[src/hdl/ata_dma_pkg.sv]
// types, codes and constants shared by the ata dma channel sequencer modules
// no dependencies
`default_nettype none

package ata_dma_pkg;

    typedef enum logic [1:0] {
        PH_IDLE,
        PH_IO,
        PH_SYNC,
        PH_FLUSH
    } phase_t;

    typedef enum logic [3:0] {
        C_IDLE,
        C_CHECK,
        C_ADV,
        C_LOAD,
        C_START,
        C_IOCHK,
        C_SYNCDONE,
        C_DEVSEL,
        C_FLUSHCMD,
        C_FINISH
    } ctrl_state_t;

    typedef enum logic [2:0] {
        EM_START,
        EM_BM_STOP,
        EM_REJECT,
        EM_DONE,
        EM_DEVSEL,
        EM_FLUSH_CMD
    } emit_sel_t;

    typedef struct packed {
        logic [3:0] tries;
        logic [7:0] tag;
        logic       sync;
        logic       rd;
        logic       dev;
    } info_t;

    typedef struct packed {
        logic       latch_in;
        logic       enqueue;
        logic       load_head;
        logic       pop;
        logic       wr_info;
        logic       emit;
        emit_sel_t  sel;
        logic [3:0] step;
        logic [2:0] status;
        logic       dev;
        logic       flush_out;
    } dp_cmd_t;

    typedef struct packed {
        logic [1:0] func;
        logic       rej;
        logic       count_zero;
        logic       lba48;
        logic       err;
        logic       retry;
        logic       sync_eff;
        logic       head_dev;
        logic       drv_busy;
        logic       dma_irq;
        logic       emit_ok;
        logic       flush_ok;
    } dp_status_t;

    localparam logic [1:0] FUNC_SUBMIT = 2'd0;
    localparam logic [1:0] FUNC_FLUSH  = 2'd1;

    localparam logic [1:0] KIND_TF   = 2'd0;
    localparam logic [1:0] KIND_BM   = 2'd1;
    localparam logic [1:0] KIND_DESC = 2'd2;
    localparam logic [1:0] KIND_DONE = 2'd3;

    localparam logic [2:0] ST_OK     = 3'd0;
    localparam logic [2:0] ST_IO_ERR = 3'd1;
    localparam logic [2:0] ST_NO_DEV = 3'd2;
    localparam logic [2:0] ST_RANGE  = 3'd3;
    localparam logic [2:0] ST_FULL   = 3'd4;

    localparam logic [1:0] CFG_DEV0_BLOCKS = 2'd0;
    localparam logic [1:0] CFG_DEV1_BLOCKS = 2'd1;
    localparam logic [1:0] CFG_PRD_ADDR    = 2'd2;

    localparam logic [2:0] TF_SECCNT  = 3'd2;
    localparam logic [2:0] TF_LBA_LO  = 3'd3;
    localparam logic [2:0] TF_LBA_MID = 3'd4;
    localparam logic [2:0] TF_LBA_HI  = 3'd5;
    localparam logic [2:0] TF_DEVICE  = 3'd6;
    localparam logic [2:0] TF_COMMAND = 3'd7;
    localparam logic [2:0] BM_CMD     = 3'd0;
    localparam logic [2:0] BM_STATUS  = 3'd2;
    localparam logic [2:0] BM_PRD     = 3'd4;
    localparam logic [2:0] DESC_ADDR  = 3'd0;
    localparam logic [2:0] DESC_COUNT = 3'd1;

    localparam logic [7:0]  CMD_READ_DMA      = 8'hC8;
    localparam logic [7:0]  CMD_READ_DMA_EXT  = 8'h25;
    localparam logic [7:0]  CMD_WRITE_DMA     = 8'hCA;
    localparam logic [7:0]  CMD_WRITE_DMA_EXT = 8'h35;
    localparam logic [7:0]  CMD_FLUSH_CACHE   = 8'hE7;
    localparam logic [31:0] PRD_EOT           = 32'h8000_0000;
    localparam logic [7:0]  DEVSEL_BASE       = 8'h40;
    localparam logic [7:0]  BM_START_READ     = 8'h09;
    localparam logic [7:0]  BM_START_WRITE    = 8'h01;
    localparam logic [7:0]  BM_STATUS_CLEAR   = 8'h06;

    // results kept per input, later ones are dropped
    localparam logic [4:0]  MAX_RESULTS       = 5'd17;

    localparam logic [3:0] STEP_DESC_ADDR  = 4'd0;
    localparam logic [3:0] STEP_DESC_COUNT = 4'd1;
    localparam logic [3:0] STEP_BM_PRD     = 4'd2;
    localparam logic [3:0] STEP_BM_STATUS  = 4'd3;
    localparam logic [3:0] STEP_TF_DEVICE  = 4'd4;
    localparam logic [3:0] STEP_SECCNT_HI  = 4'd5;
    localparam logic [3:0] STEP_LBA_LO_HI  = 4'd6;
    localparam logic [3:0] STEP_LBA_MID_HI = 4'd7;
    localparam logic [3:0] STEP_LBA_HI_HI  = 4'd8;
    localparam logic [3:0] STEP_SECCNT     = 4'd9;
    localparam logic [3:0] STEP_LBA_LO     = 4'd10;
    localparam logic [3:0] STEP_LBA_MID    = 4'd11;
    localparam logic [3:0] STEP_LBA_HI     = 4'd12;
    localparam logic [3:0] STEP_TF_COMMAND = 4'd13;
    localparam logic [3:0] STEP_BM_START   = 4'd14;

    function automatic logic [7:0] devsel(input logic dev);
        return DEVSEL_BASE | {3'b000, dev, 4'b0000};
    endfunction

endpackage

`default_nettype wire

[src/hdl/ata_dma_ctrl.sv]
// controller state machine of the ata dma channel sequencer
// depends on ata_dma_pkg
`default_nettype none

module ata_dma_ctrl (
    input  wire logic                   aclk,
    input  wire logic                   aresetn,
    input  wire logic                   s_tvalid,
    output logic                        s_tready,
    input  wire ata_dma_pkg::dp_status_t st,
    output ata_dma_pkg::dp_cmd_t        cmd
);

    ata_dma_pkg::ctrl_state_t state_reg, state_next;
    ata_dma_pkg::phase_t      phase_reg, phase_next;
    logic [1:0]               flush_pending_reg, flush_pending_next;
    logic                     dev_reg, dev_next;
    logic [3:0]               step_reg, step_next;

    always_ff @(posedge aclk) begin
        if (!aresetn) begin
            state_reg         <= ata_dma_pkg::C_IDLE;
            phase_reg         <= ata_dma_pkg::PH_IDLE;
            flush_pending_reg <= 2'b00;
            dev_reg           <= 1'b0;
            step_reg          <= 4'd0;
        end else begin
            state_reg         <= state_next;
            phase_reg         <= phase_next;
            flush_pending_reg <= flush_pending_next;
            dev_reg           <= dev_next;
            step_reg          <= step_next;
        end
    end

    always_comb begin
        state_next         = state_reg;
        phase_next         = phase_reg;
        flush_pending_next = flush_pending_reg;
        dev_next           = dev_reg;
        step_next          = step_reg;
        s_tready           = 1'b0;
        cmd                = '0;
        cmd.sel            = ata_dma_pkg::EM_START;
        cmd.step           = step_reg;
        cmd.dev            = dev_reg;
        case (state_reg)
            ata_dma_pkg::C_IDLE: begin
                s_tready = 1'b1;
                if (s_tvalid) begin
                    cmd.latch_in = 1'b1;
                    state_next   = ata_dma_pkg::C_CHECK;
                end
            end
            ata_dma_pkg::C_CHECK: begin
                if (st.func == ata_dma_pkg::FUNC_SUBMIT) begin
                    if (st.rej) begin
                        if (st.emit_ok) begin
                            cmd.emit   = 1'b1;
                            cmd.sel    = ata_dma_pkg::EM_REJECT;
                            state_next = ata_dma_pkg::C_FINISH;
                        end
                    end else begin
                        cmd.enqueue = 1'b1;
                        state_next  = ata_dma_pkg::C_ADV;
                    end
                end else begin
                    if (st.func == ata_dma_pkg::FUNC_FLUSH) begin
                        flush_pending_next = 2'b11;
                    end
                    state_next = ata_dma_pkg::C_ADV;
                end
            end
            ata_dma_pkg::C_ADV: begin
                case (phase_reg)
                    ata_dma_pkg::PH_IDLE: begin
                        if (flush_pending_reg != 2'b00) begin
                            dev_next           = ~flush_pending_reg[0];
                            flush_pending_next = flush_pending_reg[0] ?
                                                 (flush_pending_reg & 2'b10) : 2'b00;
                            phase_next         = ata_dma_pkg::PH_FLUSH;
                            state_next         = ata_dma_pkg::C_DEVSEL;
                        end else if (!st.count_zero) begin
                            cmd.load_head = 1'b1;
                            state_next    = ata_dma_pkg::C_LOAD;
                        end else begin
                            state_next = ata_dma_pkg::C_FINISH;
                        end
                    end
                    ata_dma_pkg::PH_IO: begin
                        if (st.count_zero) begin
                            phase_next = ata_dma_pkg::PH_IDLE;
                        end else if (!st.dma_irq) begin
                            state_next = ata_dma_pkg::C_FINISH;
                        end else if (st.emit_ok) begin
                            cmd.emit      = 1'b1;
                            cmd.sel       = ata_dma_pkg::EM_BM_STOP;
                            cmd.load_head = 1'b1;
                            state_next    = ata_dma_pkg::C_IOCHK;
                        end
                    end
                    default: begin
                        if (st.drv_busy) begin
                            state_next = ata_dma_pkg::C_FINISH;
                        end else if (phase_reg == ata_dma_pkg::PH_SYNC && !st.count_zero) begin
                            cmd.load_head = 1'b1;
                            state_next    = ata_dma_pkg::C_SYNCDONE;
                        end else begin
                            phase_next = ata_dma_pkg::PH_IDLE;
                        end
                    end
                endcase
            end
            ata_dma_pkg::C_LOAD: begin
                step_next  = ata_dma_pkg::STEP_DESC_ADDR;
                state_next = ata_dma_pkg::C_START;
            end
            ata_dma_pkg::C_START: begin
                if (st.emit_ok) begin
                    cmd.emit = 1'b1;
                    cmd.sel  = ata_dma_pkg::EM_START;
                    if (step_reg == ata_dma_pkg::STEP_BM_START) begin
                        phase_next = ata_dma_pkg::PH_IO;
                        state_next = ata_dma_pkg::C_FINISH;
                    end else if (step_reg == ata_dma_pkg::STEP_TF_DEVICE && !st.lba48) begin
                        step_next = ata_dma_pkg::STEP_SECCNT;
                    end else begin
                        step_next = step_reg + 4'd1;
                    end
                end
            end
            ata_dma_pkg::C_IOCHK: begin
                if (st.emit_ok) begin
                    cmd.wr_info = st.err;
                    if (st.retry) begin
                        phase_next = ata_dma_pkg::PH_IDLE;
                        state_next = ata_dma_pkg::C_ADV;
                    end else if (st.sync_eff) begin
                        dev_next   = st.head_dev;
                        phase_next = ata_dma_pkg::PH_SYNC;
                        state_next = ata_dma_pkg::C_DEVSEL;
                    end else begin
                        cmd.pop    = 1'b1;
                        cmd.emit   = 1'b1;
                        cmd.sel    = ata_dma_pkg::EM_DONE;
                        cmd.status = st.err ? ata_dma_pkg::ST_IO_ERR : ata_dma_pkg::ST_OK;
                        phase_next = ata_dma_pkg::PH_IDLE;
                        state_next = ata_dma_pkg::C_ADV;
                    end
                end
            end
            ata_dma_pkg::C_SYNCDONE: begin
                if (st.emit_ok) begin
                    cmd.pop    = 1'b1;
                    cmd.emit   = 1'b1;
                    cmd.sel    = ata_dma_pkg::EM_DONE;
                    cmd.status = ata_dma_pkg::ST_OK;
                    phase_next = ata_dma_pkg::PH_IDLE;
                    state_next = ata_dma_pkg::C_ADV;
                end
            end
            ata_dma_pkg::C_DEVSEL: begin
                if (st.emit_ok) begin
                    cmd.emit   = 1'b1;
                    cmd.sel    = ata_dma_pkg::EM_DEVSEL;
                    state_next = ata_dma_pkg::C_FLUSHCMD;
                end
            end
            ata_dma_pkg::C_FLUSHCMD: begin
                if (st.emit_ok) begin
                    cmd.emit   = 1'b1;
                    cmd.sel    = ata_dma_pkg::EM_FLUSH_CMD;
                    state_next = ata_dma_pkg::C_FINISH;
                end
            end
            ata_dma_pkg::C_FINISH: begin
                if (st.flush_ok) begin
                    cmd.flush_out = 1'b1;
                    state_next    = ata_dma_pkg::C_IDLE;
                end
            end
            default: begin
                state_next = ata_dma_pkg::C_IDLE;
            end
        endcase
    end

endmodule

`default_nettype wire

[src/hdl/ata_dma_dp.sv]
// datapath of the ata dma channel sequencer: config, request queue,
// register write values and the output stage; depends on ata_dma_pkg
`default_nettype none

module ata_dma_dp #(
    parameter int QUEUE_DEPTH     = 8,
    parameter int SECTORS_PER_BLK = 8,
    parameter int TRY_LIMIT       = 3
) (
    input  wire logic                   aclk,
    input  wire logic                   aresetn,
    input  wire logic                   cfg_we,
    input  wire logic [1:0]             cfg_index,
    input  wire logic [44:0]            cfg_wdata,
    input  wire logic [1:0]             s_tuser,
    input  wire logic [103:0]           s_tdata,
    output logic                        m_tvalid,
    input  wire logic                   m_tready,
    output logic [47:0]                 m_tdata,
    output logic [1:0]                  m_tuser,
    output logic                        m_tlast,
    input  wire ata_dma_pkg::dp_cmd_t   cmd,
    output ata_dma_pkg::dp_status_t     st
);

    localparam int IDX_W = (QUEUE_DEPTH > 1) ? $clog2(QUEUE_DEPTH) : 1;
    localparam int CNT_W = $clog2(QUEUE_DEPTH + 1);
    localparam int SEC_W = 53;
    localparam logic [7:0]  SPB8     = 8'(SECTORS_PER_BLK);
    localparam logic [15:0] XFER_LEN = 16'((SECTORS_PER_BLK * 512) % 65536);

    logic [44:0] dev0_blocks_reg, dev1_blocks_reg;
    logic [31:0] prd_addr_reg;

    logic [1:0]  func_reg;
    logic        in_dev_reg, in_read_reg, in_sync_reg;
    logic [44:0] in_block_reg;
    logic [31:0] in_buf_reg;
    logic [7:0]  in_tag_reg, drv_reg, dma_reg;

    logic [44:0] qblock_mem [QUEUE_DEPTH];
    logic [31:0] qbuf_mem   [QUEUE_DEPTH];
    ata_dma_pkg::info_t qinfo_mem [QUEUE_DEPTH];

    logic [IDX_W-1:0] head_reg, head_next;
    logic [CNT_W-1:0] count_reg, count_next;
    logic [CNT_W:0]   tail_sum;
    logic [IDX_W-1:0] tail_idx;

    logic [44:0]        head_block_reg;
    logic [31:0]        head_buf_reg;
    ata_dma_pkg::info_t head_info_reg, info_wb;
    logic [SEC_W-1:0]   sector_reg;
    logic [47:0]        sec;
    logic [4:0]         tries_new;

    logic [44:0] dev_size;
    logic [2:0]  rej_code;

    logic [1:0]  e_kind;
    logic [2:0]  e_off;
    logic [31:0] e_val;
    logic [7:0]  e_tag;
    logic [2:0]  e_st;

    logic        pend_valid_reg, pend_valid_next;
    logic [1:0]  pend_kind_reg;
    logic [45:0] pend_data_reg;
    logic        m_valid_reg, m_valid_next;
    logic [1:0]  m_kind_reg;
    logic [45:0] m_data_reg;
    logic        m_last_reg;
    logic        out_free, move_out;
    logic [4:0]  res_cnt_reg;
    logic        emit_go;

    always_ff @(posedge aclk) begin
        if (!aresetn) begin
            dev0_blocks_reg <= '0;
            dev1_blocks_reg <= '0;
            prd_addr_reg    <= '0;
        end else if (cfg_we) begin
            case (cfg_index)
                ata_dma_pkg::CFG_DEV0_BLOCKS: dev0_blocks_reg <= cfg_wdata;
                ata_dma_pkg::CFG_DEV1_BLOCKS: dev1_blocks_reg <= cfg_wdata;
                ata_dma_pkg::CFG_PRD_ADDR:    prd_addr_reg    <= cfg_wdata[31:0];
                default: ;
            endcase
        end
    end

    always_ff @(posedge aclk) begin
        if (cmd.latch_in) begin
            func_reg     <= s_tuser;
            in_dev_reg   <= s_tdata[0];
            in_block_reg <= s_tdata[45:1];
            in_read_reg  <= s_tdata[46];
            in_sync_reg  <= s_tdata[47];
            in_buf_reg   <= s_tdata[79:48];
            in_tag_reg   <= s_tdata[87:80];
            drv_reg      <= s_tdata[95:88];
            dma_reg      <= s_tdata[103:96];
        end
    end

    // queue pointers
    always_comb begin
        tail_sum = (CNT_W + 1)'(head_reg) + (CNT_W + 1)'(count_reg);
        if (tail_sum >= (CNT_W + 1)'(QUEUE_DEPTH)) begin
            tail_sum = tail_sum - (CNT_W + 1)'(QUEUE_DEPTH);
        end
        tail_idx   = tail_sum[IDX_W-1:0];
        head_next  = head_reg;
        count_next = count_reg;
        if (cmd.enqueue) begin
            count_next = count_reg + CNT_W'(1);
        end else if (cmd.pop) begin
            count_next = count_reg - CNT_W'(1);
            head_next  = (head_reg == IDX_W'(QUEUE_DEPTH - 1)) ? '0 : head_reg + IDX_W'(1);
        end
    end

    always_ff @(posedge aclk) begin
        if (!aresetn) begin
            head_reg  <= '0;
            count_reg <= '0;
        end else begin
            head_reg  <= head_next;
            count_reg <= count_next;
        end
    end

    always_comb begin
        tries_new     = {1'b0, head_info_reg.tries} + 5'd1;
        info_wb       = head_info_reg;
        info_wb.tries = tries_new[3:0];
        if (tries_new >= 5'(TRY_LIMIT)) begin
            info_wb.sync = 1'b0;
        end
    end

    always_ff @(posedge aclk) begin
        if (cmd.enqueue) begin
            qblock_mem[tail_idx] <= in_block_reg;
            qbuf_mem[tail_idx]   <= in_buf_reg;
            qinfo_mem[tail_idx]  <= '{tries: 4'd0, tag: in_tag_reg, sync: in_sync_reg,
                                      rd: in_read_reg, dev: in_dev_reg};
        end else if (cmd.wr_info) begin
            qinfo_mem[head_reg] <= info_wb;
        end
    end

    always_ff @(posedge aclk) begin
        if (cmd.load_head) begin
            head_block_reg <= qblock_mem[head_reg];
            head_buf_reg   <= qbuf_mem[head_reg];
            head_info_reg  <= qinfo_mem[head_reg];
        end else if (cmd.wr_info) begin
            head_info_reg  <= info_wb;
        end
        sector_reg <= {8'd0, head_block_reg} * {45'd0, SPB8};
    end

    assign sec = sector_reg[47:0];

    always_comb begin
        dev_size = in_dev_reg ? dev1_blocks_reg : dev0_blocks_reg;
        if (dev_size == '0) begin
            rej_code = ata_dma_pkg::ST_NO_DEV;
        end else if (in_block_reg >= dev_size) begin
            rej_code = ata_dma_pkg::ST_RANGE;
        end else if (count_reg == CNT_W'(QUEUE_DEPTH)) begin
            rej_code = ata_dma_pkg::ST_FULL;
        end else begin
            rej_code = ata_dma_pkg::ST_OK;
        end
    end

    // value of the next register write or completion
    always_comb begin
        e_kind = ata_dma_pkg::KIND_TF;
        e_off  = 3'd0;
        e_val  = 32'd0;
        e_tag  = 8'd0;
        e_st   = ata_dma_pkg::ST_OK;
        case (cmd.sel)
            ata_dma_pkg::EM_START: begin
                case (cmd.step)
                    ata_dma_pkg::STEP_DESC_ADDR: begin
                        e_kind = ata_dma_pkg::KIND_DESC;
                        e_off  = ata_dma_pkg::DESC_ADDR;
                        e_val  = head_buf_reg;
                    end
                    ata_dma_pkg::STEP_DESC_COUNT: begin
                        e_kind = ata_dma_pkg::KIND_DESC;
                        e_off  = ata_dma_pkg::DESC_COUNT;
                        e_val  = ata_dma_pkg::PRD_EOT | {16'd0, XFER_LEN};
                    end
                    ata_dma_pkg::STEP_BM_PRD: begin
                        e_kind = ata_dma_pkg::KIND_BM;
                        e_off  = ata_dma_pkg::BM_PRD;
                        e_val  = prd_addr_reg;
                    end
                    ata_dma_pkg::STEP_BM_STATUS: begin
                        e_kind = ata_dma_pkg::KIND_BM;
                        e_off  = ata_dma_pkg::BM_STATUS;
                        e_val  = {24'd0, ata_dma_pkg::BM_STATUS_CLEAR};
                    end
                    ata_dma_pkg::STEP_TF_DEVICE: begin
                        e_off = ata_dma_pkg::TF_DEVICE;
                        e_val = {24'd0, ata_dma_pkg::devsel(head_info_reg.dev)
                                 | (st.lba48 ? 8'd0 : {4'd0, sec[27:24]})};
                    end
                    ata_dma_pkg::STEP_SECCNT_HI: begin
                        e_off = ata_dma_pkg::TF_SECCNT;
                    end
                    ata_dma_pkg::STEP_LBA_LO_HI: begin
                        e_off = ata_dma_pkg::TF_LBA_LO;
                        e_val = {24'd0, sec[31:24]};
                    end
                    ata_dma_pkg::STEP_LBA_MID_HI: begin
                        e_off = ata_dma_pkg::TF_LBA_MID;
                        e_val = {24'd0, sec[39:32]};
                    end
                    ata_dma_pkg::STEP_LBA_HI_HI: begin
                        e_off = ata_dma_pkg::TF_LBA_HI;
                        e_val = {24'd0, sec[47:40]};
                    end
                    ata_dma_pkg::STEP_SECCNT: begin
                        e_off = ata_dma_pkg::TF_SECCNT;
                        e_val = {24'd0, SPB8};
                    end
                    ata_dma_pkg::STEP_LBA_LO: begin
                        e_off = ata_dma_pkg::TF_LBA_LO;
                        e_val = {24'd0, sec[7:0]};
                    end
                    ata_dma_pkg::STEP_LBA_MID: begin
                        e_off = ata_dma_pkg::TF_LBA_MID;
                        e_val = {24'd0, sec[15:8]};
                    end
                    ata_dma_pkg::STEP_LBA_HI: begin
                        e_off = ata_dma_pkg::TF_LBA_HI;
                        e_val = {24'd0, sec[23:16]};
                    end
                    ata_dma_pkg::STEP_TF_COMMAND: begin
                        e_off = ata_dma_pkg::TF_COMMAND;
                        if (head_info_reg.rd) begin
                            e_val = {24'd0, st.lba48 ? ata_dma_pkg::CMD_READ_DMA_EXT
                                                     : ata_dma_pkg::CMD_READ_DMA};
                        end else begin
                            e_val = {24'd0, st.lba48 ? ata_dma_pkg::CMD_WRITE_DMA_EXT
                                                     : ata_dma_pkg::CMD_WRITE_DMA};
                        end
                    end
                    ata_dma_pkg::STEP_BM_START: begin
                        e_kind = ata_dma_pkg::KIND_BM;
                        e_off  = ata_dma_pkg::BM_CMD;
                        e_val  = {24'd0, head_info_reg.rd ? ata_dma_pkg::BM_START_READ
                                                         : ata_dma_pkg::BM_START_WRITE};
                    end
                    default: ;
                endcase
            end
            ata_dma_pkg::EM_BM_STOP: begin
                e_kind = ata_dma_pkg::KIND_BM;
                e_off  = ata_dma_pkg::BM_CMD;
            end
            ata_dma_pkg::EM_REJECT: begin
                e_kind = ata_dma_pkg::KIND_DONE;
                e_tag  = in_tag_reg;
                e_st   = rej_code;
            end
            ata_dma_pkg::EM_DONE: begin
                e_kind = ata_dma_pkg::KIND_DONE;
                e_tag  = head_info_reg.tag;
                e_st   = cmd.status;
            end
            ata_dma_pkg::EM_DEVSEL: begin
                e_off = ata_dma_pkg::TF_DEVICE;
                e_val = {24'd0, ata_dma_pkg::devsel(cmd.dev)};
            end
            ata_dma_pkg::EM_FLUSH_CMD: begin
                e_off = ata_dma_pkg::TF_COMMAND;
                e_val = {24'd0, ata_dma_pkg::CMD_FLUSH_CACHE};
            end
            default: ;
        endcase
    end

    // results past the per-input limit are dropped
    assign emit_go = cmd.emit && (res_cnt_reg != ata_dma_pkg::MAX_RESULTS);

    always_ff @(posedge aclk) begin
        if (!aresetn) begin
            res_cnt_reg <= 5'd0;
        end else if (cmd.latch_in) begin
            res_cnt_reg <= 5'd0;
        end else if (emit_go) begin
            res_cnt_reg <= res_cnt_reg + 5'd1;
        end
    end

    // one held result so the final one can carry tlast
    assign out_free = !m_valid_reg || m_tready;
    assign move_out = pend_valid_reg && (emit_go || cmd.flush_out);

    always_comb begin
        m_valid_next = m_valid_reg && !m_tready;
        if (move_out) begin
            m_valid_next = 1'b1;
        end
        pend_valid_next = pend_valid_reg;
        if (emit_go) begin
            pend_valid_next = 1'b1;
        end else if (cmd.flush_out) begin
            pend_valid_next = 1'b0;
        end
    end

    always_ff @(posedge aclk) begin
        if (!aresetn) begin
            m_valid_reg    <= 1'b0;
            pend_valid_reg <= 1'b0;
        end else begin
            m_valid_reg    <= m_valid_next;
            pend_valid_reg <= pend_valid_next;
        end
    end

    always_ff @(posedge aclk) begin
        if (emit_go) begin
            pend_kind_reg <= e_kind;
            pend_data_reg <= {e_st, e_tag, e_val, e_off};
        end
        if (move_out) begin
            m_kind_reg <= pend_kind_reg;
            m_data_reg <= pend_data_reg;
            m_last_reg <= cmd.flush_out;
        end
    end

    assign m_tvalid = m_valid_reg;
    assign m_tdata  = {2'b00, m_data_reg};
    assign m_tuser  = m_kind_reg;
    assign m_tlast  = m_last_reg;

    assign st.func       = func_reg;
    assign st.rej        = (rej_code != ata_dma_pkg::ST_OK);
    assign st.count_zero = (count_reg == '0);
    assign st.lba48      = |sector_reg[SEC_W-1:28];
    assign st.err        = drv_reg[0] | dma_reg[1];
    assign st.retry      = (drv_reg[0] | dma_reg[1]) && (tries_new < 5'(TRY_LIMIT));
    assign st.sync_eff   = head_info_reg.sync && !(drv_reg[0] | dma_reg[1]);
    assign st.head_dev   = head_info_reg.dev;
    assign st.drv_busy   = drv_reg[7];
    assign st.dma_irq    = dma_reg[2];
    assign st.emit_ok    = !pend_valid_reg || out_free;
    assign st.flush_ok   = !pend_valid_reg || out_free;

endmodule

`default_nettype wire

[src/hdl/ata_dma_channel_sequencer.sv]
// ata dma channel sequencer, top level: controller plus datapath
// when the input makes no result, s_tready returns after the check, advance and finish states;
// a completion or retry may be followed by an lba48 start, with results made one per cycle
// while the sequence runs and m_tready does not stall the output; one input at a time
// synchronous active-low reset clears the queue, phase, pending flushes and config
`default_nettype none

module ata_dma_channel_sequencer #(
    parameter int QUEUE_DEPTH     = 8,
    parameter int SECTORS_PER_BLK = 8,
    parameter int TRY_LIMIT       = 3
) (
    input  wire logic         aclk,
    input  wire logic         aresetn,
    input  wire logic         cfg_we,
    input  wire logic [1:0]   cfg_index,
    input  wire logic [44:0]  cfg_wdata,
    input  wire logic         s_tvalid,
    output logic              s_tready,
    // req_device, req_block, req_read, req_sync, buffer_addr, req_tag, drive_status,
    // dma_status
    input  wire logic [103:0] s_tdata,
    // func
    input  wire logic [1:0]   s_tuser,
    output logic              m_tvalid,
    input  wire logic         m_tready,
    // reg_offset, write_value, done_tag, done_status, zero pad
    output logic [47:0]       m_tdata,
    // kind
    output logic [1:0]        m_tuser,
    output logic              m_tlast
);

    ata_dma_pkg::dp_cmd_t    cmd;
    ata_dma_pkg::dp_status_t st;

    ata_dma_ctrl u_ctrl (
        .aclk     (aclk),
        .aresetn  (aresetn),
        .s_tvalid (s_tvalid),
        .s_tready (s_tready),
        .st       (st),
        .cmd      (cmd)
    );

    ata_dma_dp #(
        .QUEUE_DEPTH     (QUEUE_DEPTH),
        .SECTORS_PER_BLK (SECTORS_PER_BLK),
        .TRY_LIMIT       (TRY_LIMIT)
    ) u_dp (
        .aclk      (aclk),
        .aresetn   (aresetn),
        .cfg_we    (cfg_we),
        .cfg_index (cfg_index),
        .cfg_wdata (cfg_wdata),
        .s_tuser   (s_tuser),
        .s_tdata   (s_tdata),
        .m_tvalid  (m_tvalid),
        .m_tready  (m_tready),
        .m_tdata   (m_tdata),
        .m_tuser   (m_tuser),
        .m_tlast   (m_tlast),
        .cmd       (cmd),
        .st        (st)
    );

endmodule

`default_nettype wire
[config.mk]
export PLATFORM = sky130hd
export DESIGN_NAME = ata_dma_channel_sequencer
export DESIGN_NICKNAME = d
export VERILOG_FILES = /design/src/hdl/ata_dma_pkg.sv /design/src/hdl/ata_dma_ctrl.sv /design/src/hdl/ata_dma_dp.sv /design/src/hdl/ata_dma_channel_sequencer.sv
export SDC_FILE = /design/constraint.sdc
export NUM_CORES = 1
export LEC_CHECK = 0
export BUFFER_PORTS_ARGS = -buffer_cell sky130_fd_sc_hd__clkbuf_2
export CORE_MARGIN = 3
export CORE_UTILIZATION = 55
export DETAILED_ROUTE_END_ITERATION = 10
export PLACE_DENSITY_LB_ADDON = 0.2
export SYNTH_ARGS = -nofsm -noshare
export SYNTH_HDL_FRONTEND = slang
export SYNTH_SLANG_ARGS = --single-unit
[constraint.sdc]
create_clock -name aclk -period 8.85 [get_ports aclk]
set_clock_uncertainty 0.15 [all_clocks]
set_input_delay 0.885 -clock aclk [delete_from_list [all_inputs] [get_ports aclk]]
set_output_delay 0.885 -clock aclk [all_outputs]
set_load 0.01 [all_outputs]
* After elaboration in Yosys (flattened, before gate mapping)
Memory sizes are Yosys's and may differ from the RTL's. A register that Yosys moved wholly into a read port is not among the register bits.
Index checks and enable logic that the tools add are counted.
W data, S select, Z words.
** Operators by class
- Add/sub/neg operators :: 8
- Divide/modulo/power cells :: 0
- Multiplexer cells :: 126
- Multipliers :: 0
- Shifts and indexed selects :: 0
- Reductions and logical operators :: 53
- Bitwise operators :: 5
- Order comparisons :: 4
- Eq/ne operators :: 58
** Operator list (count)
- $pmux W32 S14 :: 1
- $mux W4 :: 38
- $pmux W32 S3 :: 1
- $ge A45 B45 Y1 :: 1
- $logic_not A45 Y1 :: 1
- $mux W15 :: 3
- $mux W45 :: 1
- $eq A4 B4 Y1 const B :: 10
- $pmux W4 S10 :: 1
- $mux W3 :: 13
- $mux W1 :: 34
- $eq A4 B3 Y1 const B :: 8
- $mux W2 :: 15
- $pmux W4 S7 :: 1
- $mux W8 :: 3
- $ne A2 B2 Y1 const B :: 12
- $pmux W3 S7 :: 1
- $reduce_or A20 Y1 :: 1
- $eq A4 B2 Y1 const B :: 4
- $pmux W4 S2 :: 2
- $pmux W8 S2 :: 1
- $reduce_or A15 Y1 :: 1
- $reduce_bool A2 Y1 :: 7
- $logic_not A4 Y1 :: 3
- other kinds (47) :: 91
** Storage, ports and cells
- Memories :: 3
- Bits of input ports :: 158
- Output and inout port bits :: 53
- RAM bits :: 736
- Word-level logic and storage cells :: 291
- Bits in latches :: 0
- Memory bits (read-only) :: 0
- Bits in registers :: 407
** Memories
- u_dp.qblock_mem :: words 8, width 45, rd ports 1, clocked after memory_dff 1, wr ports 1, line ata_dma_dp.sv:41 : logic [44:0] qblock_mem [QUEUE_DEPTH];
- u_dp.qbuf_mem :: words 8, width 32, rd ports 1, clocked after memory_dff 1, wr ports 1, line ata_dma_dp.sv:42 : logic [31:0] qbuf_mem [QUEUE_DEPTH];
- u_dp.qinfo_mem :: words 8, width 15, rd ports 1, clocked after memory_dff 1, wr ports 1, line ata_dma_dp.sv:43 : ata_dma_pkg::info_t qinfo_mem [QUEUE_DEPTH];

* Depth between registers and ports, before layout
Gate-level depths: netlist (run 1).
- Depth in word-level cells :: 12
- Mapped depth :: 18
- Gate-level depth less buffers :: 15

* By module
Synthesis (run 1) repeated with hierarchy kept, for this count alone.
** Unflattened totals
- Cells, all modules :: 2730
- Area total of the unflattened synthesis :: 47234.1 µm²
** Modules (own cells, without submodules)
- ata_dma_dp :: sequential area each 34282.9 µm², cells an instance 2557, area each 45959.1 µm², instances 1
- ata_dma_ctrl :: sequential area each 260.2 µm², cells an instance 173, area each 1275.0 µm², instances 1

* Least setup slack after synthesis (run 1)
OpenSTA, ideal clock, no wires.
- Path kind :: reg2reg
- From :: register u_dp.in_dev_reg
- To :: memory u_dp.qblock_mem[0][0] (enable)
- Path buffers :: 3
- Setup time :: 607 ps
- Required time :: 8093 ps
- Period minus slack after synthesis :: 9106 ps
- Stages on the path, launching flop included :: 14
- Setup slack :: -256 ps
- Data arrival time :: 8350 ps
- Cells stage by stage :: edfxtp_1 buf_2 buf_4 buf_1 mux2i_1 ha_1 and4_1 and3_1 nand3_1 o2111ai_1 nand2b_4 nor3b_1 nand2b_1 nor3_1
** On the way
- Cells in the longest elaborated chain, start to end :: 10
- Elaborated cells between the ends (all ways) :: 11
- Classes of those cells :: order compare (1); mux (8); reduce/logical (2)
** Ends and longest elaborated chain
- start, declared :: line ata_dma_dp.sv:36 : logic in_dev_reg, in_read_reg, in_sync_reg;
- start signal, assigned :: line ata_dma_dp.sv:95 : in_dev_reg <= s_tdata[0];
- $mux W45 (*) :: line ata_dma_dp.sv:167 : dev_size = in_dev_reg ? dev1_blocks_reg : dev0_blocks_reg;
- $ge A45 B45 Y1 :: line ata_dma_dp.sv:170 : end else if (in_block_reg >= dev_size) begin
- $mux W3 :: line ata_dma_dp.sv:170
- $mux W3 (*) :: line ata_dma_dp.sv:168 : if (dev_size == '0) begin
- $reduce_bool A3 Y1 (*) :: line ata_dma_dp.sv:348 : assign st.rej = (rej_code != ata_dma_pkg::ST_OK);
- $mux W1 (*) :: line ata_dma_ctrl.sv:57 : if (st.rej) begin
- $mux W1 (*) :: line ata_dma_ctrl.sv:56 : if (st.func == ata_dma_pkg::FUNC_SUBMIT) begin
- $mux W1 (*) :: line ata_dma_ctrl.sv:47 : case (state_reg)
- $mux W1 (*) :: line ata_dma_dp.sv:143 : if (cmd.enqueue) begin
- $mux W1 (implied by the code) (*) :: line ata_dma_dp.sv:144 : qblock_mem[tail_idx] <= in_block_reg;
- end, declared :: line ata_dma_dp.sv:41
Mark *: on every way between the ends. The rest lies on a longest branch, timed or not.

* Final worst setup path (run 1)
- From :: register u_dp.in_dev_reg
- To :: register u_dp.m_data_reg[3] (enable)
** On the way
- Cells in the longest elaborated chain, start to end :: 11
- Elaborated cells between the ends (all ways) :: 12
- Classes of those cells :: order compare (1); mux (6); reduce/logical (5)
** Ends and longest elaborated chain
- $mux W45 (*) :: line ata_dma_dp.sv:167
- $ge A45 B45 Y1 :: line ata_dma_dp.sv:170
- $mux W3 :: line ata_dma_dp.sv:170
- $mux W3 (*) :: line ata_dma_dp.sv:168
- $reduce_bool A3 Y1 (*) :: line ata_dma_dp.sv:348
- $mux W4 (*) :: line ata_dma_ctrl.sv:57
- $mux W4 (*) :: line ata_dma_ctrl.sv:56
- $pmux W4 S7 (*) :: line ata_dma_ctrl.sv:47
- $logic_and A1 B1 Y1 (*) :: line ata_dma_dp.sv:291 : assign emit_go = cmd.emit && (res_cnt_reg != ata_dma_pkg::MAX_RESULTS);
- $logic_or A1 B1 Y1 (*) :: line ata_dma_dp.sv:305 : assign move_out = pend_valid_reg && (emit_go || cmd.flush_out);
- $logic_and A1 B1 Y1 (*) :: line ata_dma_dp.sv:305
- via u_dp.move_out :: line ata_dma_dp.sv:73 : logic out_free, move_out;
- end signal, assigned :: line ata_dma_dp.sv:337 : m_data_reg <= pend_data_reg;
- end, declared :: line ata_dma_dp.sv:71 : logic [45:0] m_data_reg;
Mark *: on every way through the listed nets, which the timed path passes. The rest lies on a longest branch.
A chain may end at the register's enable or synchronous reset.

==> results.md, run 1 <==
| Item | Reported |
|:---|:---|
| Port Buffers | 196 |
| Total design power | 14.40 mW |
| Sinks on the clock net | 1,216 |
| Distinct cell type count of the synthesized netlist | 77 |
| Initial antenna violation count | 12 |
| Total Neg Setup Slack | 0 ns |
| Maximum achievable frequency | 168.2 MHz |
| Synth Instances | 2,718 |
| Largest incremental delay on the critical path | 0.72 ns |
| Worst Path Class, Setup | reg -> reg |
| Synthesis Warnings | 0 |
| Post-synthesis mux area share | 12.27% |
| Critical path arrival | 6.11 ns |
| Via count | 25,060 |
| Met1 track demand over resource in global routing | 35.11% |
| Final worst-path cycle share | 67.18% |
| Area post-placement | 49,110 um2 |
| Final Wtd Congestion | 0.9524 |
| Leading cell types in the layout, fill and taps excluded | 1,019 x sky130_fd_sc_hd__edfxtp_1, 341 x sky130_fd_sc_hd__nand2_1, 195 x sky130_fd_sc_hd__clkbuf_2, 193 x sky130_fd_sc_hd__dfxtp_1, 184 x sky130_fd_sc_hd__mux4_2 |
| Avg Synthesized Cell Area | 17.24 um2 |
| Count of antenna-violating nets left after detailed routing | 0 |
| Pin count of the biggest net entering global routing | 108 |
| H-tree depth reported by CTS | 3 |
| Max-cap check violation count | 0 |
| Post-CTS setup-driven buffer insertion count | 0 |
| # nets final | 3,148 |
| Number of placement rows | 106 |
| Detailed-route wire length per cell | 26.38 um |
| Fraction of final layout cells with drive strength greater than 1 | 23.86% |
| CTS tree | built |
| IO Pins | 211 |
| Async set-reset flop share out of synthesis | 0% |
| Sequential fraction of the synthesis area | 73.73% |
| Resized Gates After CTS | 0 |
| Number of flip-flops and latches in the synthesized netlist | 1,216 |
| Final cell area excluding filler cells | 53,180 um2 |
| Number of enable-type register cells in the synthesized netlist | 1,019 |
| Core Box Area | 83,950 um2 |
| Maximum clock insertion buffer count | 3 |
| Effective utilization at floorplan | 55.80% |
| Global route hottest layer | met2 |
| Total congestion overflow | 0 |
| Maximum vdd drop | 183.0 uV |
| Detailed Routing Iterations Pass 1 | 6 |
| Layout filler cell count | 5,865 |
| Global routing met2 resource utilization | 38.64% |
| Hold Worst Slack | 0.1667 ns |
| Unrepaired setup endpoints after global routing | false |
| CP startpoint kind | flip-flop |
| Fraction of the mapped netlist area in simple logic gates | 5.606% |
| Cell breakdown of the critical path | buf_4 -> mux2i_1 -> ha_1 -> nand4_1 -> nor3_1 -> nand3_1 -> o2111ai_1 -> nand2b_4 -> o21ai_2 -> a311oi_1 -> o211a_2 -> buf_4 |
| Main combinational cell family by area after synthesis | multiplexers |
| Detailed-route vias per instance | 6.001 |
| Height of the chip | 297.9 um |
| Ys flop type | sky130_fd_sc_hd__edfxtp_1 |
| Static Leakage | 17.44 nW |
| Total area of multi-input combinational cells | 11,770 um2 |
| Final-report setup violation count | 0 |
| Die X-Extent | 297.9 um |
| Number of global-route vias before repair | 25,401 |
| Number of remaining DRC errors | 0 |
| Area used by sequential logic in the layout | 34,560 um2 |
| Final core area utilization | 63.34% |
| GR met3 Demand/Resource | 5.655% |
| Global-route wire length before repair | 163,400 um |
| Number of design-rule violations left by the first detailed-router iteration | 2,755 |
| Total CTS buffers | 119 |
| Half-perimeter wire length after detailed placement | 67,600 um |
| Type of the worst min-delay path | reg -> reg |
| Routed wire length | 110,200 um |
| Largest fanout on the critical path | 54 |
| Shortest period the worst path allows | 5.946 ns |
| Slew HR | 20.41% |
| Relative area change from synthesis to final layout | 13.51% |
| Area share of fa/ha/maj cells after synthesis | 1.634% |
| Largest register by flop count | u_dp.qblock_mem |
| Share of the synthesized netlist area taken by xor and xnor gates | 0.2430% |
| Compound-cell area share of the yosys netlist | 5.189% |
| Worst-skew pair later-pin latency | 0.69 ns |
| Slew at the pin with the worst max-slew slack | 1.194 ns |
| Hold buffer count at cts | 0 |
| Power density over cell area | 270.8 nW/um2 |
| Kind of capture point of the worst setup path | flip-flop |
| Cell repeated most along the worst path | sky130_fd_sc_hd__buf_4 |
| Max-slew violation count | 0 |
| Required @ worst endpoint | 9.01 ns |
| Netlist area before placement | 46,850 um2 |
| Status | finished clean |
| Registers with the highest flip-flop counts | u_dp.qblock_mem (360), u_dp.qbuf_mem (256), u_dp.qinfo_mem (120) |
| Root buffer cell | sky130_fd_sc_hd__clkbuf_16 |
| CTS clk-pin slew, worst paths | 0.06 ns |
| Hold Fails Final Rpt | 0 |
| Leading cell type in the layout, fill and taps excluded | sky130_fd_sc_hd__edfxtp_1 |
| Standard cell with the maximum stage delay on the critical path | sky130_fd_sc_hd__buf_4 |
| Max FFs per register | 360 |
| Area of the die | 88,720 um2 |
| All-layer global routing usage | 24.81% |
-- worst paths after layout --
kind / start / slack (ns) / cells after the start / end
hold reg to reg: u_dp.head_block_reg[27] / 0.17 / 0 / u_dp.sector_reg[30]
setup reg to reg: u_dp.in_dev_reg / 2.90 / 12 / u_dp.m_data_reg[3]
hold / removal: u_dp.head_block_reg[27] / 0.17 / 0 / u_dp.sector_reg[30]
setup / recovery: u_dp.in_dev_reg / 2.90 / 12 / u_dp.m_data_reg[3]
-- critical path, delay by kind of cell (launching register included) --
kind / cells / cell delay [ns]
AO/OA/AOI/OAI: 4 / 1.73
adder cells (fa/ha/maj): 1 / 0.38
buffers and inverters: 2 / 1.21
AND/OR/NAND/NOR: 4 / 1.37
multiplexers: 1 / 0.37
flip-flops: 1 / 0.34
-- power by group --
| part | switching [mW] | internal [mW] | total, mW | leakage [nW] |
|---|---|---|---|---|
| registers | 0.494 | 7.05 | 7.54 | 10.8 |
| logic | 1.04 | 0.667 | 1.71 | 4.65 |
| clock network | 2.12 | 3.03 | 5.15 | 1.96 |
-- logic make-up (layout without fill, tap and decap cells) --
kind of cell    count (synthesis)  in the layout
flops                        1216           1216
simple gates                  600            600
compound gates                335            335
mux                           334            334
buf+inv                       159            475
fa+ha+maj                      60             60
xor+xnor                       13             13
other cells                     1              9
-- Yosys cell counts, types with 4 or more instances --
library cell	instances	area share [%]
sky130_fd_sc_hd__mux2_2	82	2.0
sky130_fd_sc_hd__dfxtp_1	197	8.4
sky130_fd_sc_hd__clkbuf_1	102	0.82
sky130_fd_sc_hd__nor3_1	23	0.25
sky130_fd_sc_hd__nand2_1	342	2.7
sky130_fd_sc_hd__inv_1	14	0.11
sky130_fd_sc_hd__buf_2	7	0.075
sky130_fd_sc_hd__nand3b_1	4	0.064
sky130_fd_sc_hd__a21boi_0	128	2.1
sky130_fd_sc_hd__o21ai_0	24	0.26
sky130_fd_sc_hd__o211a_1	4	0.085
sky130_fd_sc_hd__nand4_1	9	0.12
sky130_fd_sc_hd__a22oi_1	27	0.43
sky130_fd_sc_hd__o21ai_1	5	0.053
sky130_fd_sc_hd__buf_1	32	0.26
sky130_fd_sc_hd__mux2i_1	68	1.5
sky130_fd_sc_hd__nor4_1	26	0.35
sky130_fd_sc_hd__nor2b_1	19	0.25
sky130_fd_sc_hd__nand3_1	29	0.31
sky130_fd_sc_hd__nor2_1	99	0.79
sky130_fd_sc_hd__o2111ai_1	5	0.093
sky130_fd_sc_hd__ha_1	58	1.5
sky130_fd_sc_hd__xnor2_1	10	0.19
sky130_fd_sc_hd__o21a_1	6	0.096
sky130_fd_sc_hd__nor3b_1	6	0.096
sky130_fd_sc_hd__a222oi_1	5	0.11
sky130_fd_sc_hd__a31oi_1	5	0.067
sky130_fd_sc_hd__a22o_1	11	0.21
sky130_fd_sc_hd__mux4_2	184	8.8
sky130_fd_sc_hd__a221oi_1	7	0.13
sky130_fd_sc_hd__edfxtp_1	1019	65
sky130_fd_sc_hd__and2_1	11	0.15
sky130_fd_sc_hd__a211oi_1	10	0.16
sky130_fd_sc_hd__nand2b_1	12	0.16
sky130_fd_sc_hd__o211ai_1	4	0.064
sky130_fd_sc_hd__a211o_1	4	0.075
sky130_fd_sc_hd__a21o_1	5	0.080
sky130_fd_sc_hd__a21oi_1	54	0.58
-- layer usage --
layer	wire [um]	vias to the layer above
met2	51610	992
met1	45920	12856
met4	3550	8
met3	9025	173
li1	-	11031
met5	55	-
-- final cells by class --
type                       count  area share [%]
clock buffer                 151           6.019
sequential                  1216           64.98
tap                         1134           2.668
clock inverter                75           1.600
timing repair buffer         234           2.456
antenna                        7         0.03294
multi-input combinational   1344           22.13
inverter                      15          0.1153
-- per-stage QoR --
stage	setup WS, ns	std cells
6_report	2.904	4176
5_1_grt	2.520	4169
4_1_cts	2.833	4169
3_5_place_dp	2.892	3943
3_3_place_gp	2.949	3943
2_1_floorplan	-0.2563	2719
Note: power is estimated with default switching activity, not from simulation.
==> run 2: changes to the inputs <==
==> constraint.sdc (replaced) <==
create_clock -name aclk -period 5 [get_ports aclk]
set_clock_uncertainty 0.15 [all_clocks]
set_input_delay 0.5 -clock aclk [delete_from_list [all_inputs] [get_ports aclk]]
set_output_delay 0.5 -clock aclk [all_outputs]
set_load 0.01 [all_outputs]
==> run 2 against run 1 <==
Sequential power is 78% higher. Clock power is 69% higher. Final cell count is 3.4% higher. First-iteration DRC count is 10% lower. Count of clock-buffer cells in the layout is 7 lower. Sequential cell count stayed put. Critical endpoint is now u_dp.qblock_mem[4][37]. Largest power group unchanged.
==> results.md, run 2 (synthesized netlist as in run 1, its figures left out) <==
| Item | Reported | vs previous |
|:---|:---|:---|
| Status | finished clean | unchanged |
| Buf+Inv Stages, Crit Path | 3 | was 2 |
| Pin count of the biggest net entering global routing | 131 | was 108 |
| Maximum achievable frequency | 218.8 MHz | was 168.2 MHz |
| Effective utilization at floorplan | 55.80% | unchanged |
| Worst Setup SP | u_dp.in_dev_reg | unchanged |
| Final Wtd Congestion | 0.9050 | was 0.9524 |
| Final worst-path cycle share | 91.39% | was 67.18% |
| Via count | 25,669 | was 25,060 |
| Layout filler cell count | 5,750 | was 5,865 |
| H-tree depth reported by CTS | 3 | unchanged |
| Registers with the highest flip-flop counts | u_dp.qblock_mem (360), u_dp.qbuf_mem (256), u_dp.qinfo_mem (120) | unchanged |
| Total number of cells along the worst setup path | 13 | was 12 |
| CP startpoint kind | flip-flop | unchanged |
| Number of global-route vias before repair | 25,975 | was 25,401 |
| Height of the chip | 297.9 um | unchanged |
| Max-slew violation count | 0 | unchanged |
| Number of placement rows | 106 | unchanged |
| Resized Gates After CTS | 0 | unchanged |
| Slew at the pin with the worst max-slew slack | 1.225 ns | was 1.194 ns |
| Post-route non-filler standard cell count | 4,319 | was 4,176 |
| Total Neg Setup Slack | 0 ns | unchanged |
| All-layer global routing usage | 25.30% | was 24.81% |
| Dominant delay contributor by cell family on the critical path | simple AND/OR/NAND/NOR gates | was compound AO/OA/AOI/OAI gates |
| IO Pins | 211 | unchanged |
| Half-perimeter wire length after detailed placement | 68,850 um | was 67,600 um |
| R2R cell count | 13 | was 12 |
| Worst Path Class, Setup | reg -> reg | unchanged |
| Core Box Area | 83,950 um2 | unchanged |
| Detailed Routing Iterations Pass 1 | 7 | was 6 |
| Number of remaining DRC errors | 0 | unchanged |
| Reg-to-Reg End | u_dp.qblock_mem[4][37] | was u_dp.m_data_reg[3] |
| Port Buffers | 196 | unchanged |
| Max FFs per register | 360 | unchanged |
| Largest fanout on the critical path | 51 | was 54 |
| Max-cap check violation count | 0 | unchanged |
| Final-report setup violation count | 0 | unchanged |
| Routed wire length | 112,100 um | was 110,200 um |
| Critical path arrival | 4.75 ns | was 6.11 ns |
| CTS tree | built | unchanged |
| Maximum vdd drop | 279.0 uV | was 183.0 uV |
| Type of the worst min-delay path | in -> reg | was reg -> reg |
| Required @ worst endpoint | 5.18 ns | was 9.01 ns |
| Number of design-rule violations left by the first detailed-router iteration | 2,470 | was 2,755 |
| Worst Setup Slack post-DPL | 0.4517 ns | was 2.892 ns |
| # nets final | 3,294 | was 3,148 |
| Static Leakage | 18.05 nW | was 17.44 nW |
| Initial antenna violation count | 12 | unchanged |
| Hold Fails Final Rpt | 0 | unchanged |
| Kind of capture point of the worst setup path | flip-flop | unchanged |
| Setup slack on the worst flop-to-flop path | 0.43 ns | was 2.90 ns |
| Standard cell with the maximum stage delay on the critical path | sky130_fd_sc_hd__edfxtp_1 | was sky130_fd_sc_hd__buf_4 |
| Largest incremental delay on the critical path | 0.60 ns | was 0.72 ns |
| Detailed-route vias per instance | 5.943 | was 6.001 |
| Sinks on the clock net | 1,216 | unchanged |
| Relative area change from synthesis to final layout | 16.68% | was 13.51% |
| Count of antenna-violating nets left after detailed routing | 0 | unchanged |
| Leading cell types in the layout, fill and taps excluded | 1,019 x sky130_fd_sc_hd__edfxtp_1, 340 x sky130_fd_sc_hd__nand2_1, 195 x sky130_fd_sc_hd__clkbuf_2, 193 x sky130_fd_sc_hd__dfxtp_1, 184 x sky130_fd_sc_hd__mux4_2 | was 1,019 x sky130_fd_sc_hd__edfxtp_1, 341 x sky130_fd_sc_hd__nand2_1, 195 x sky130_fd_sc_hd__clkbuf_2, 193 x sky130_fd_sc_hd__dfxtp_1, 184 x sky130_fd_sc_hd__mux4_2 |
| Count of cells along the worst hold path | 3 | was 0 |
| Area of the die | 88,720 um2 | unchanged |
| Timing endpoint of the critical path | u_dp.qblock_mem[4][37] | was u_dp.m_data_reg[3] |
| Shortest period the worst path allows | 4.570 ns | was 5.946 ns |
| Crit path setup slack, layout | 0.4304 ns | was 2.904 ns |
| Die X-Extent | 297.9 um | unchanged |
| CTS clk-pin slew, worst paths | 0.06 ns | about the same |
| Unrepaired setup endpoints after global routing | false | unchanged |
| Largest register by flop count | u_dp.qblock_mem | unchanged |
| Slew HR | 18.36% | was 20.41% |
| Power density over cell area | 462.9 nW/um2 | was 270.8 nW/um2 |
| Total congestion overflow | 0 | unchanged |
| Fraction of final layout cells with drive strength greater than 1 | 22.95% | was 23.86% |
| Reg-to-reg startpoint | u_dp.in_dev_reg | unchanged |
| Root buffer cell | sky130_fd_sc_hd__clkbuf_16 | unchanged |
| Total CTS buffers | 117 | was 119 |
| Detailed-route wire length per cell | 25.96 um | was 26.38 um |
| Global-route wire length before repair | 166,800 um | was 163,400 um |
| Cell breakdown of the critical path | buf_12 -> mux2i_1 -> ha_1 -> and4_1 -> and3_1 -> nand3_1 -> o2111ai_1 -> nand2b_4 -> nor3b_4 -> buf_4 -> nand2b_4 -> nor3_4 -> buf_12 | was buf_4 -> mux2i_1 -> ha_1 -> nand4_1 -> nor3_1 -> nand3_1 -> o2111ai_1 -> nand2b_4 -> o21ai_2 -> a311oi_1 -> o211a_2 -> buf_4 |
| Worst-skew pair later-pin latency | 0.69 ns | about the same |
| Maximum clock insertion buffer count | 3 | unchanged |
| Leading cell type in the layout, fill and taps excluded | sky130_fd_sc_hd__edfxtp_1 | unchanged |
| Number of placed cells counting well taps | 3,966 | was 3,943 |
-- run 2: tightest hold or removal path: stages --
cell and delay [ns]:
sky130_fd_sc_hd__clkbuf_2 0.16, sky130_fd_sc_hd__nand2_1 0.08, sky130_fd_sc_hd__a21boi_0 0.07
-- run 2: worst min path at each step --
stage                                 start                        to  slack [ns]
floorplan            u_dp.head_block_reg[7]       u_dp.sector_reg[10]        0.17
global placement    u_dp.head_block_reg[13]       u_dp.sector_reg[16]        0.18
detailed placement  u_dp.head_block_reg[42]       u_dp.sector_reg[45]        0.18
CTS                           cfg_wdata[26]  u_dp.dev1_blocks_reg[26]       0.007
global route                  cfg_wdata[26]  u_dp.dev1_blocks_reg[26]        0.02
finish                        cfg_wdata[26]  u_dp.dev1_blocks_reg[26]        0.04
-- run 2: timing repair --
action | in CTS | in global routing
hold endpoints to repair | 170 | 0
buffers inserted | 0 | 0
hold buffers | 125 | 0
-- run 2: power by group --
| group | total [mW] | internal (mW) | switching, mW | leakage, nW |
|---|---|---|---|---|
| combinational | 3.21 | 1.33 | 1.88 | 5.38 |
| sequential | 13.4 | 12.5 | 0.923 | 10.8 |
| clock | 8.70 | 4.99 | 3.71 | 1.84 |
-- run 2: cell type report --
cell class                 count  area (um2)  share of cell area, %
antenna                        8       20.02                0.03662
clock buffer                 144        3069                  5.615
clock inverter                76       742.0                  1.357
inverter                      15       60.06                 0.1099
multi-input combinational   1344       11800                  21.59
sequential                  1216       34560                  63.22
tap                         1134        1419                  2.596
timing repair buffer         382        2993                  5.475
-- run 2: metal layers --
| layer | track usage (%) | vias up | wire [um] |
|---|---|---|---|
| met5 | 0 | - | 48 |
| met4 | 7.715 | 8 | 3167 |
| met3 | 5.363 | 183 | 9066 |
| met2 | 39.72 | 1035 | 52910 |
| met1 | 36.14 | 13120 | 46930 |
| li1 | - | 11323 | - |
-- run 2: through the flow --
| step | total power [mW] | area, um2 | utilization (%) | hold slack, ns |
|---|---|---|---|---|
| floorplan | 15.34 | 46960 | - | 0.1733 |
| global placement | 16.58 | 49580 | 59.06 | 0.1763 |
| detailed placement | 16.74 | 49580 | 59.06 | 0.1769 |
| CTS | 25.47 | 54640 | 65.09 | 0.007471 |
| global route | 26.26 | 54650 | 65.09 | 0.02307 |
| finish | 25.30 | 54660 | 65.11 | 0.04187 |
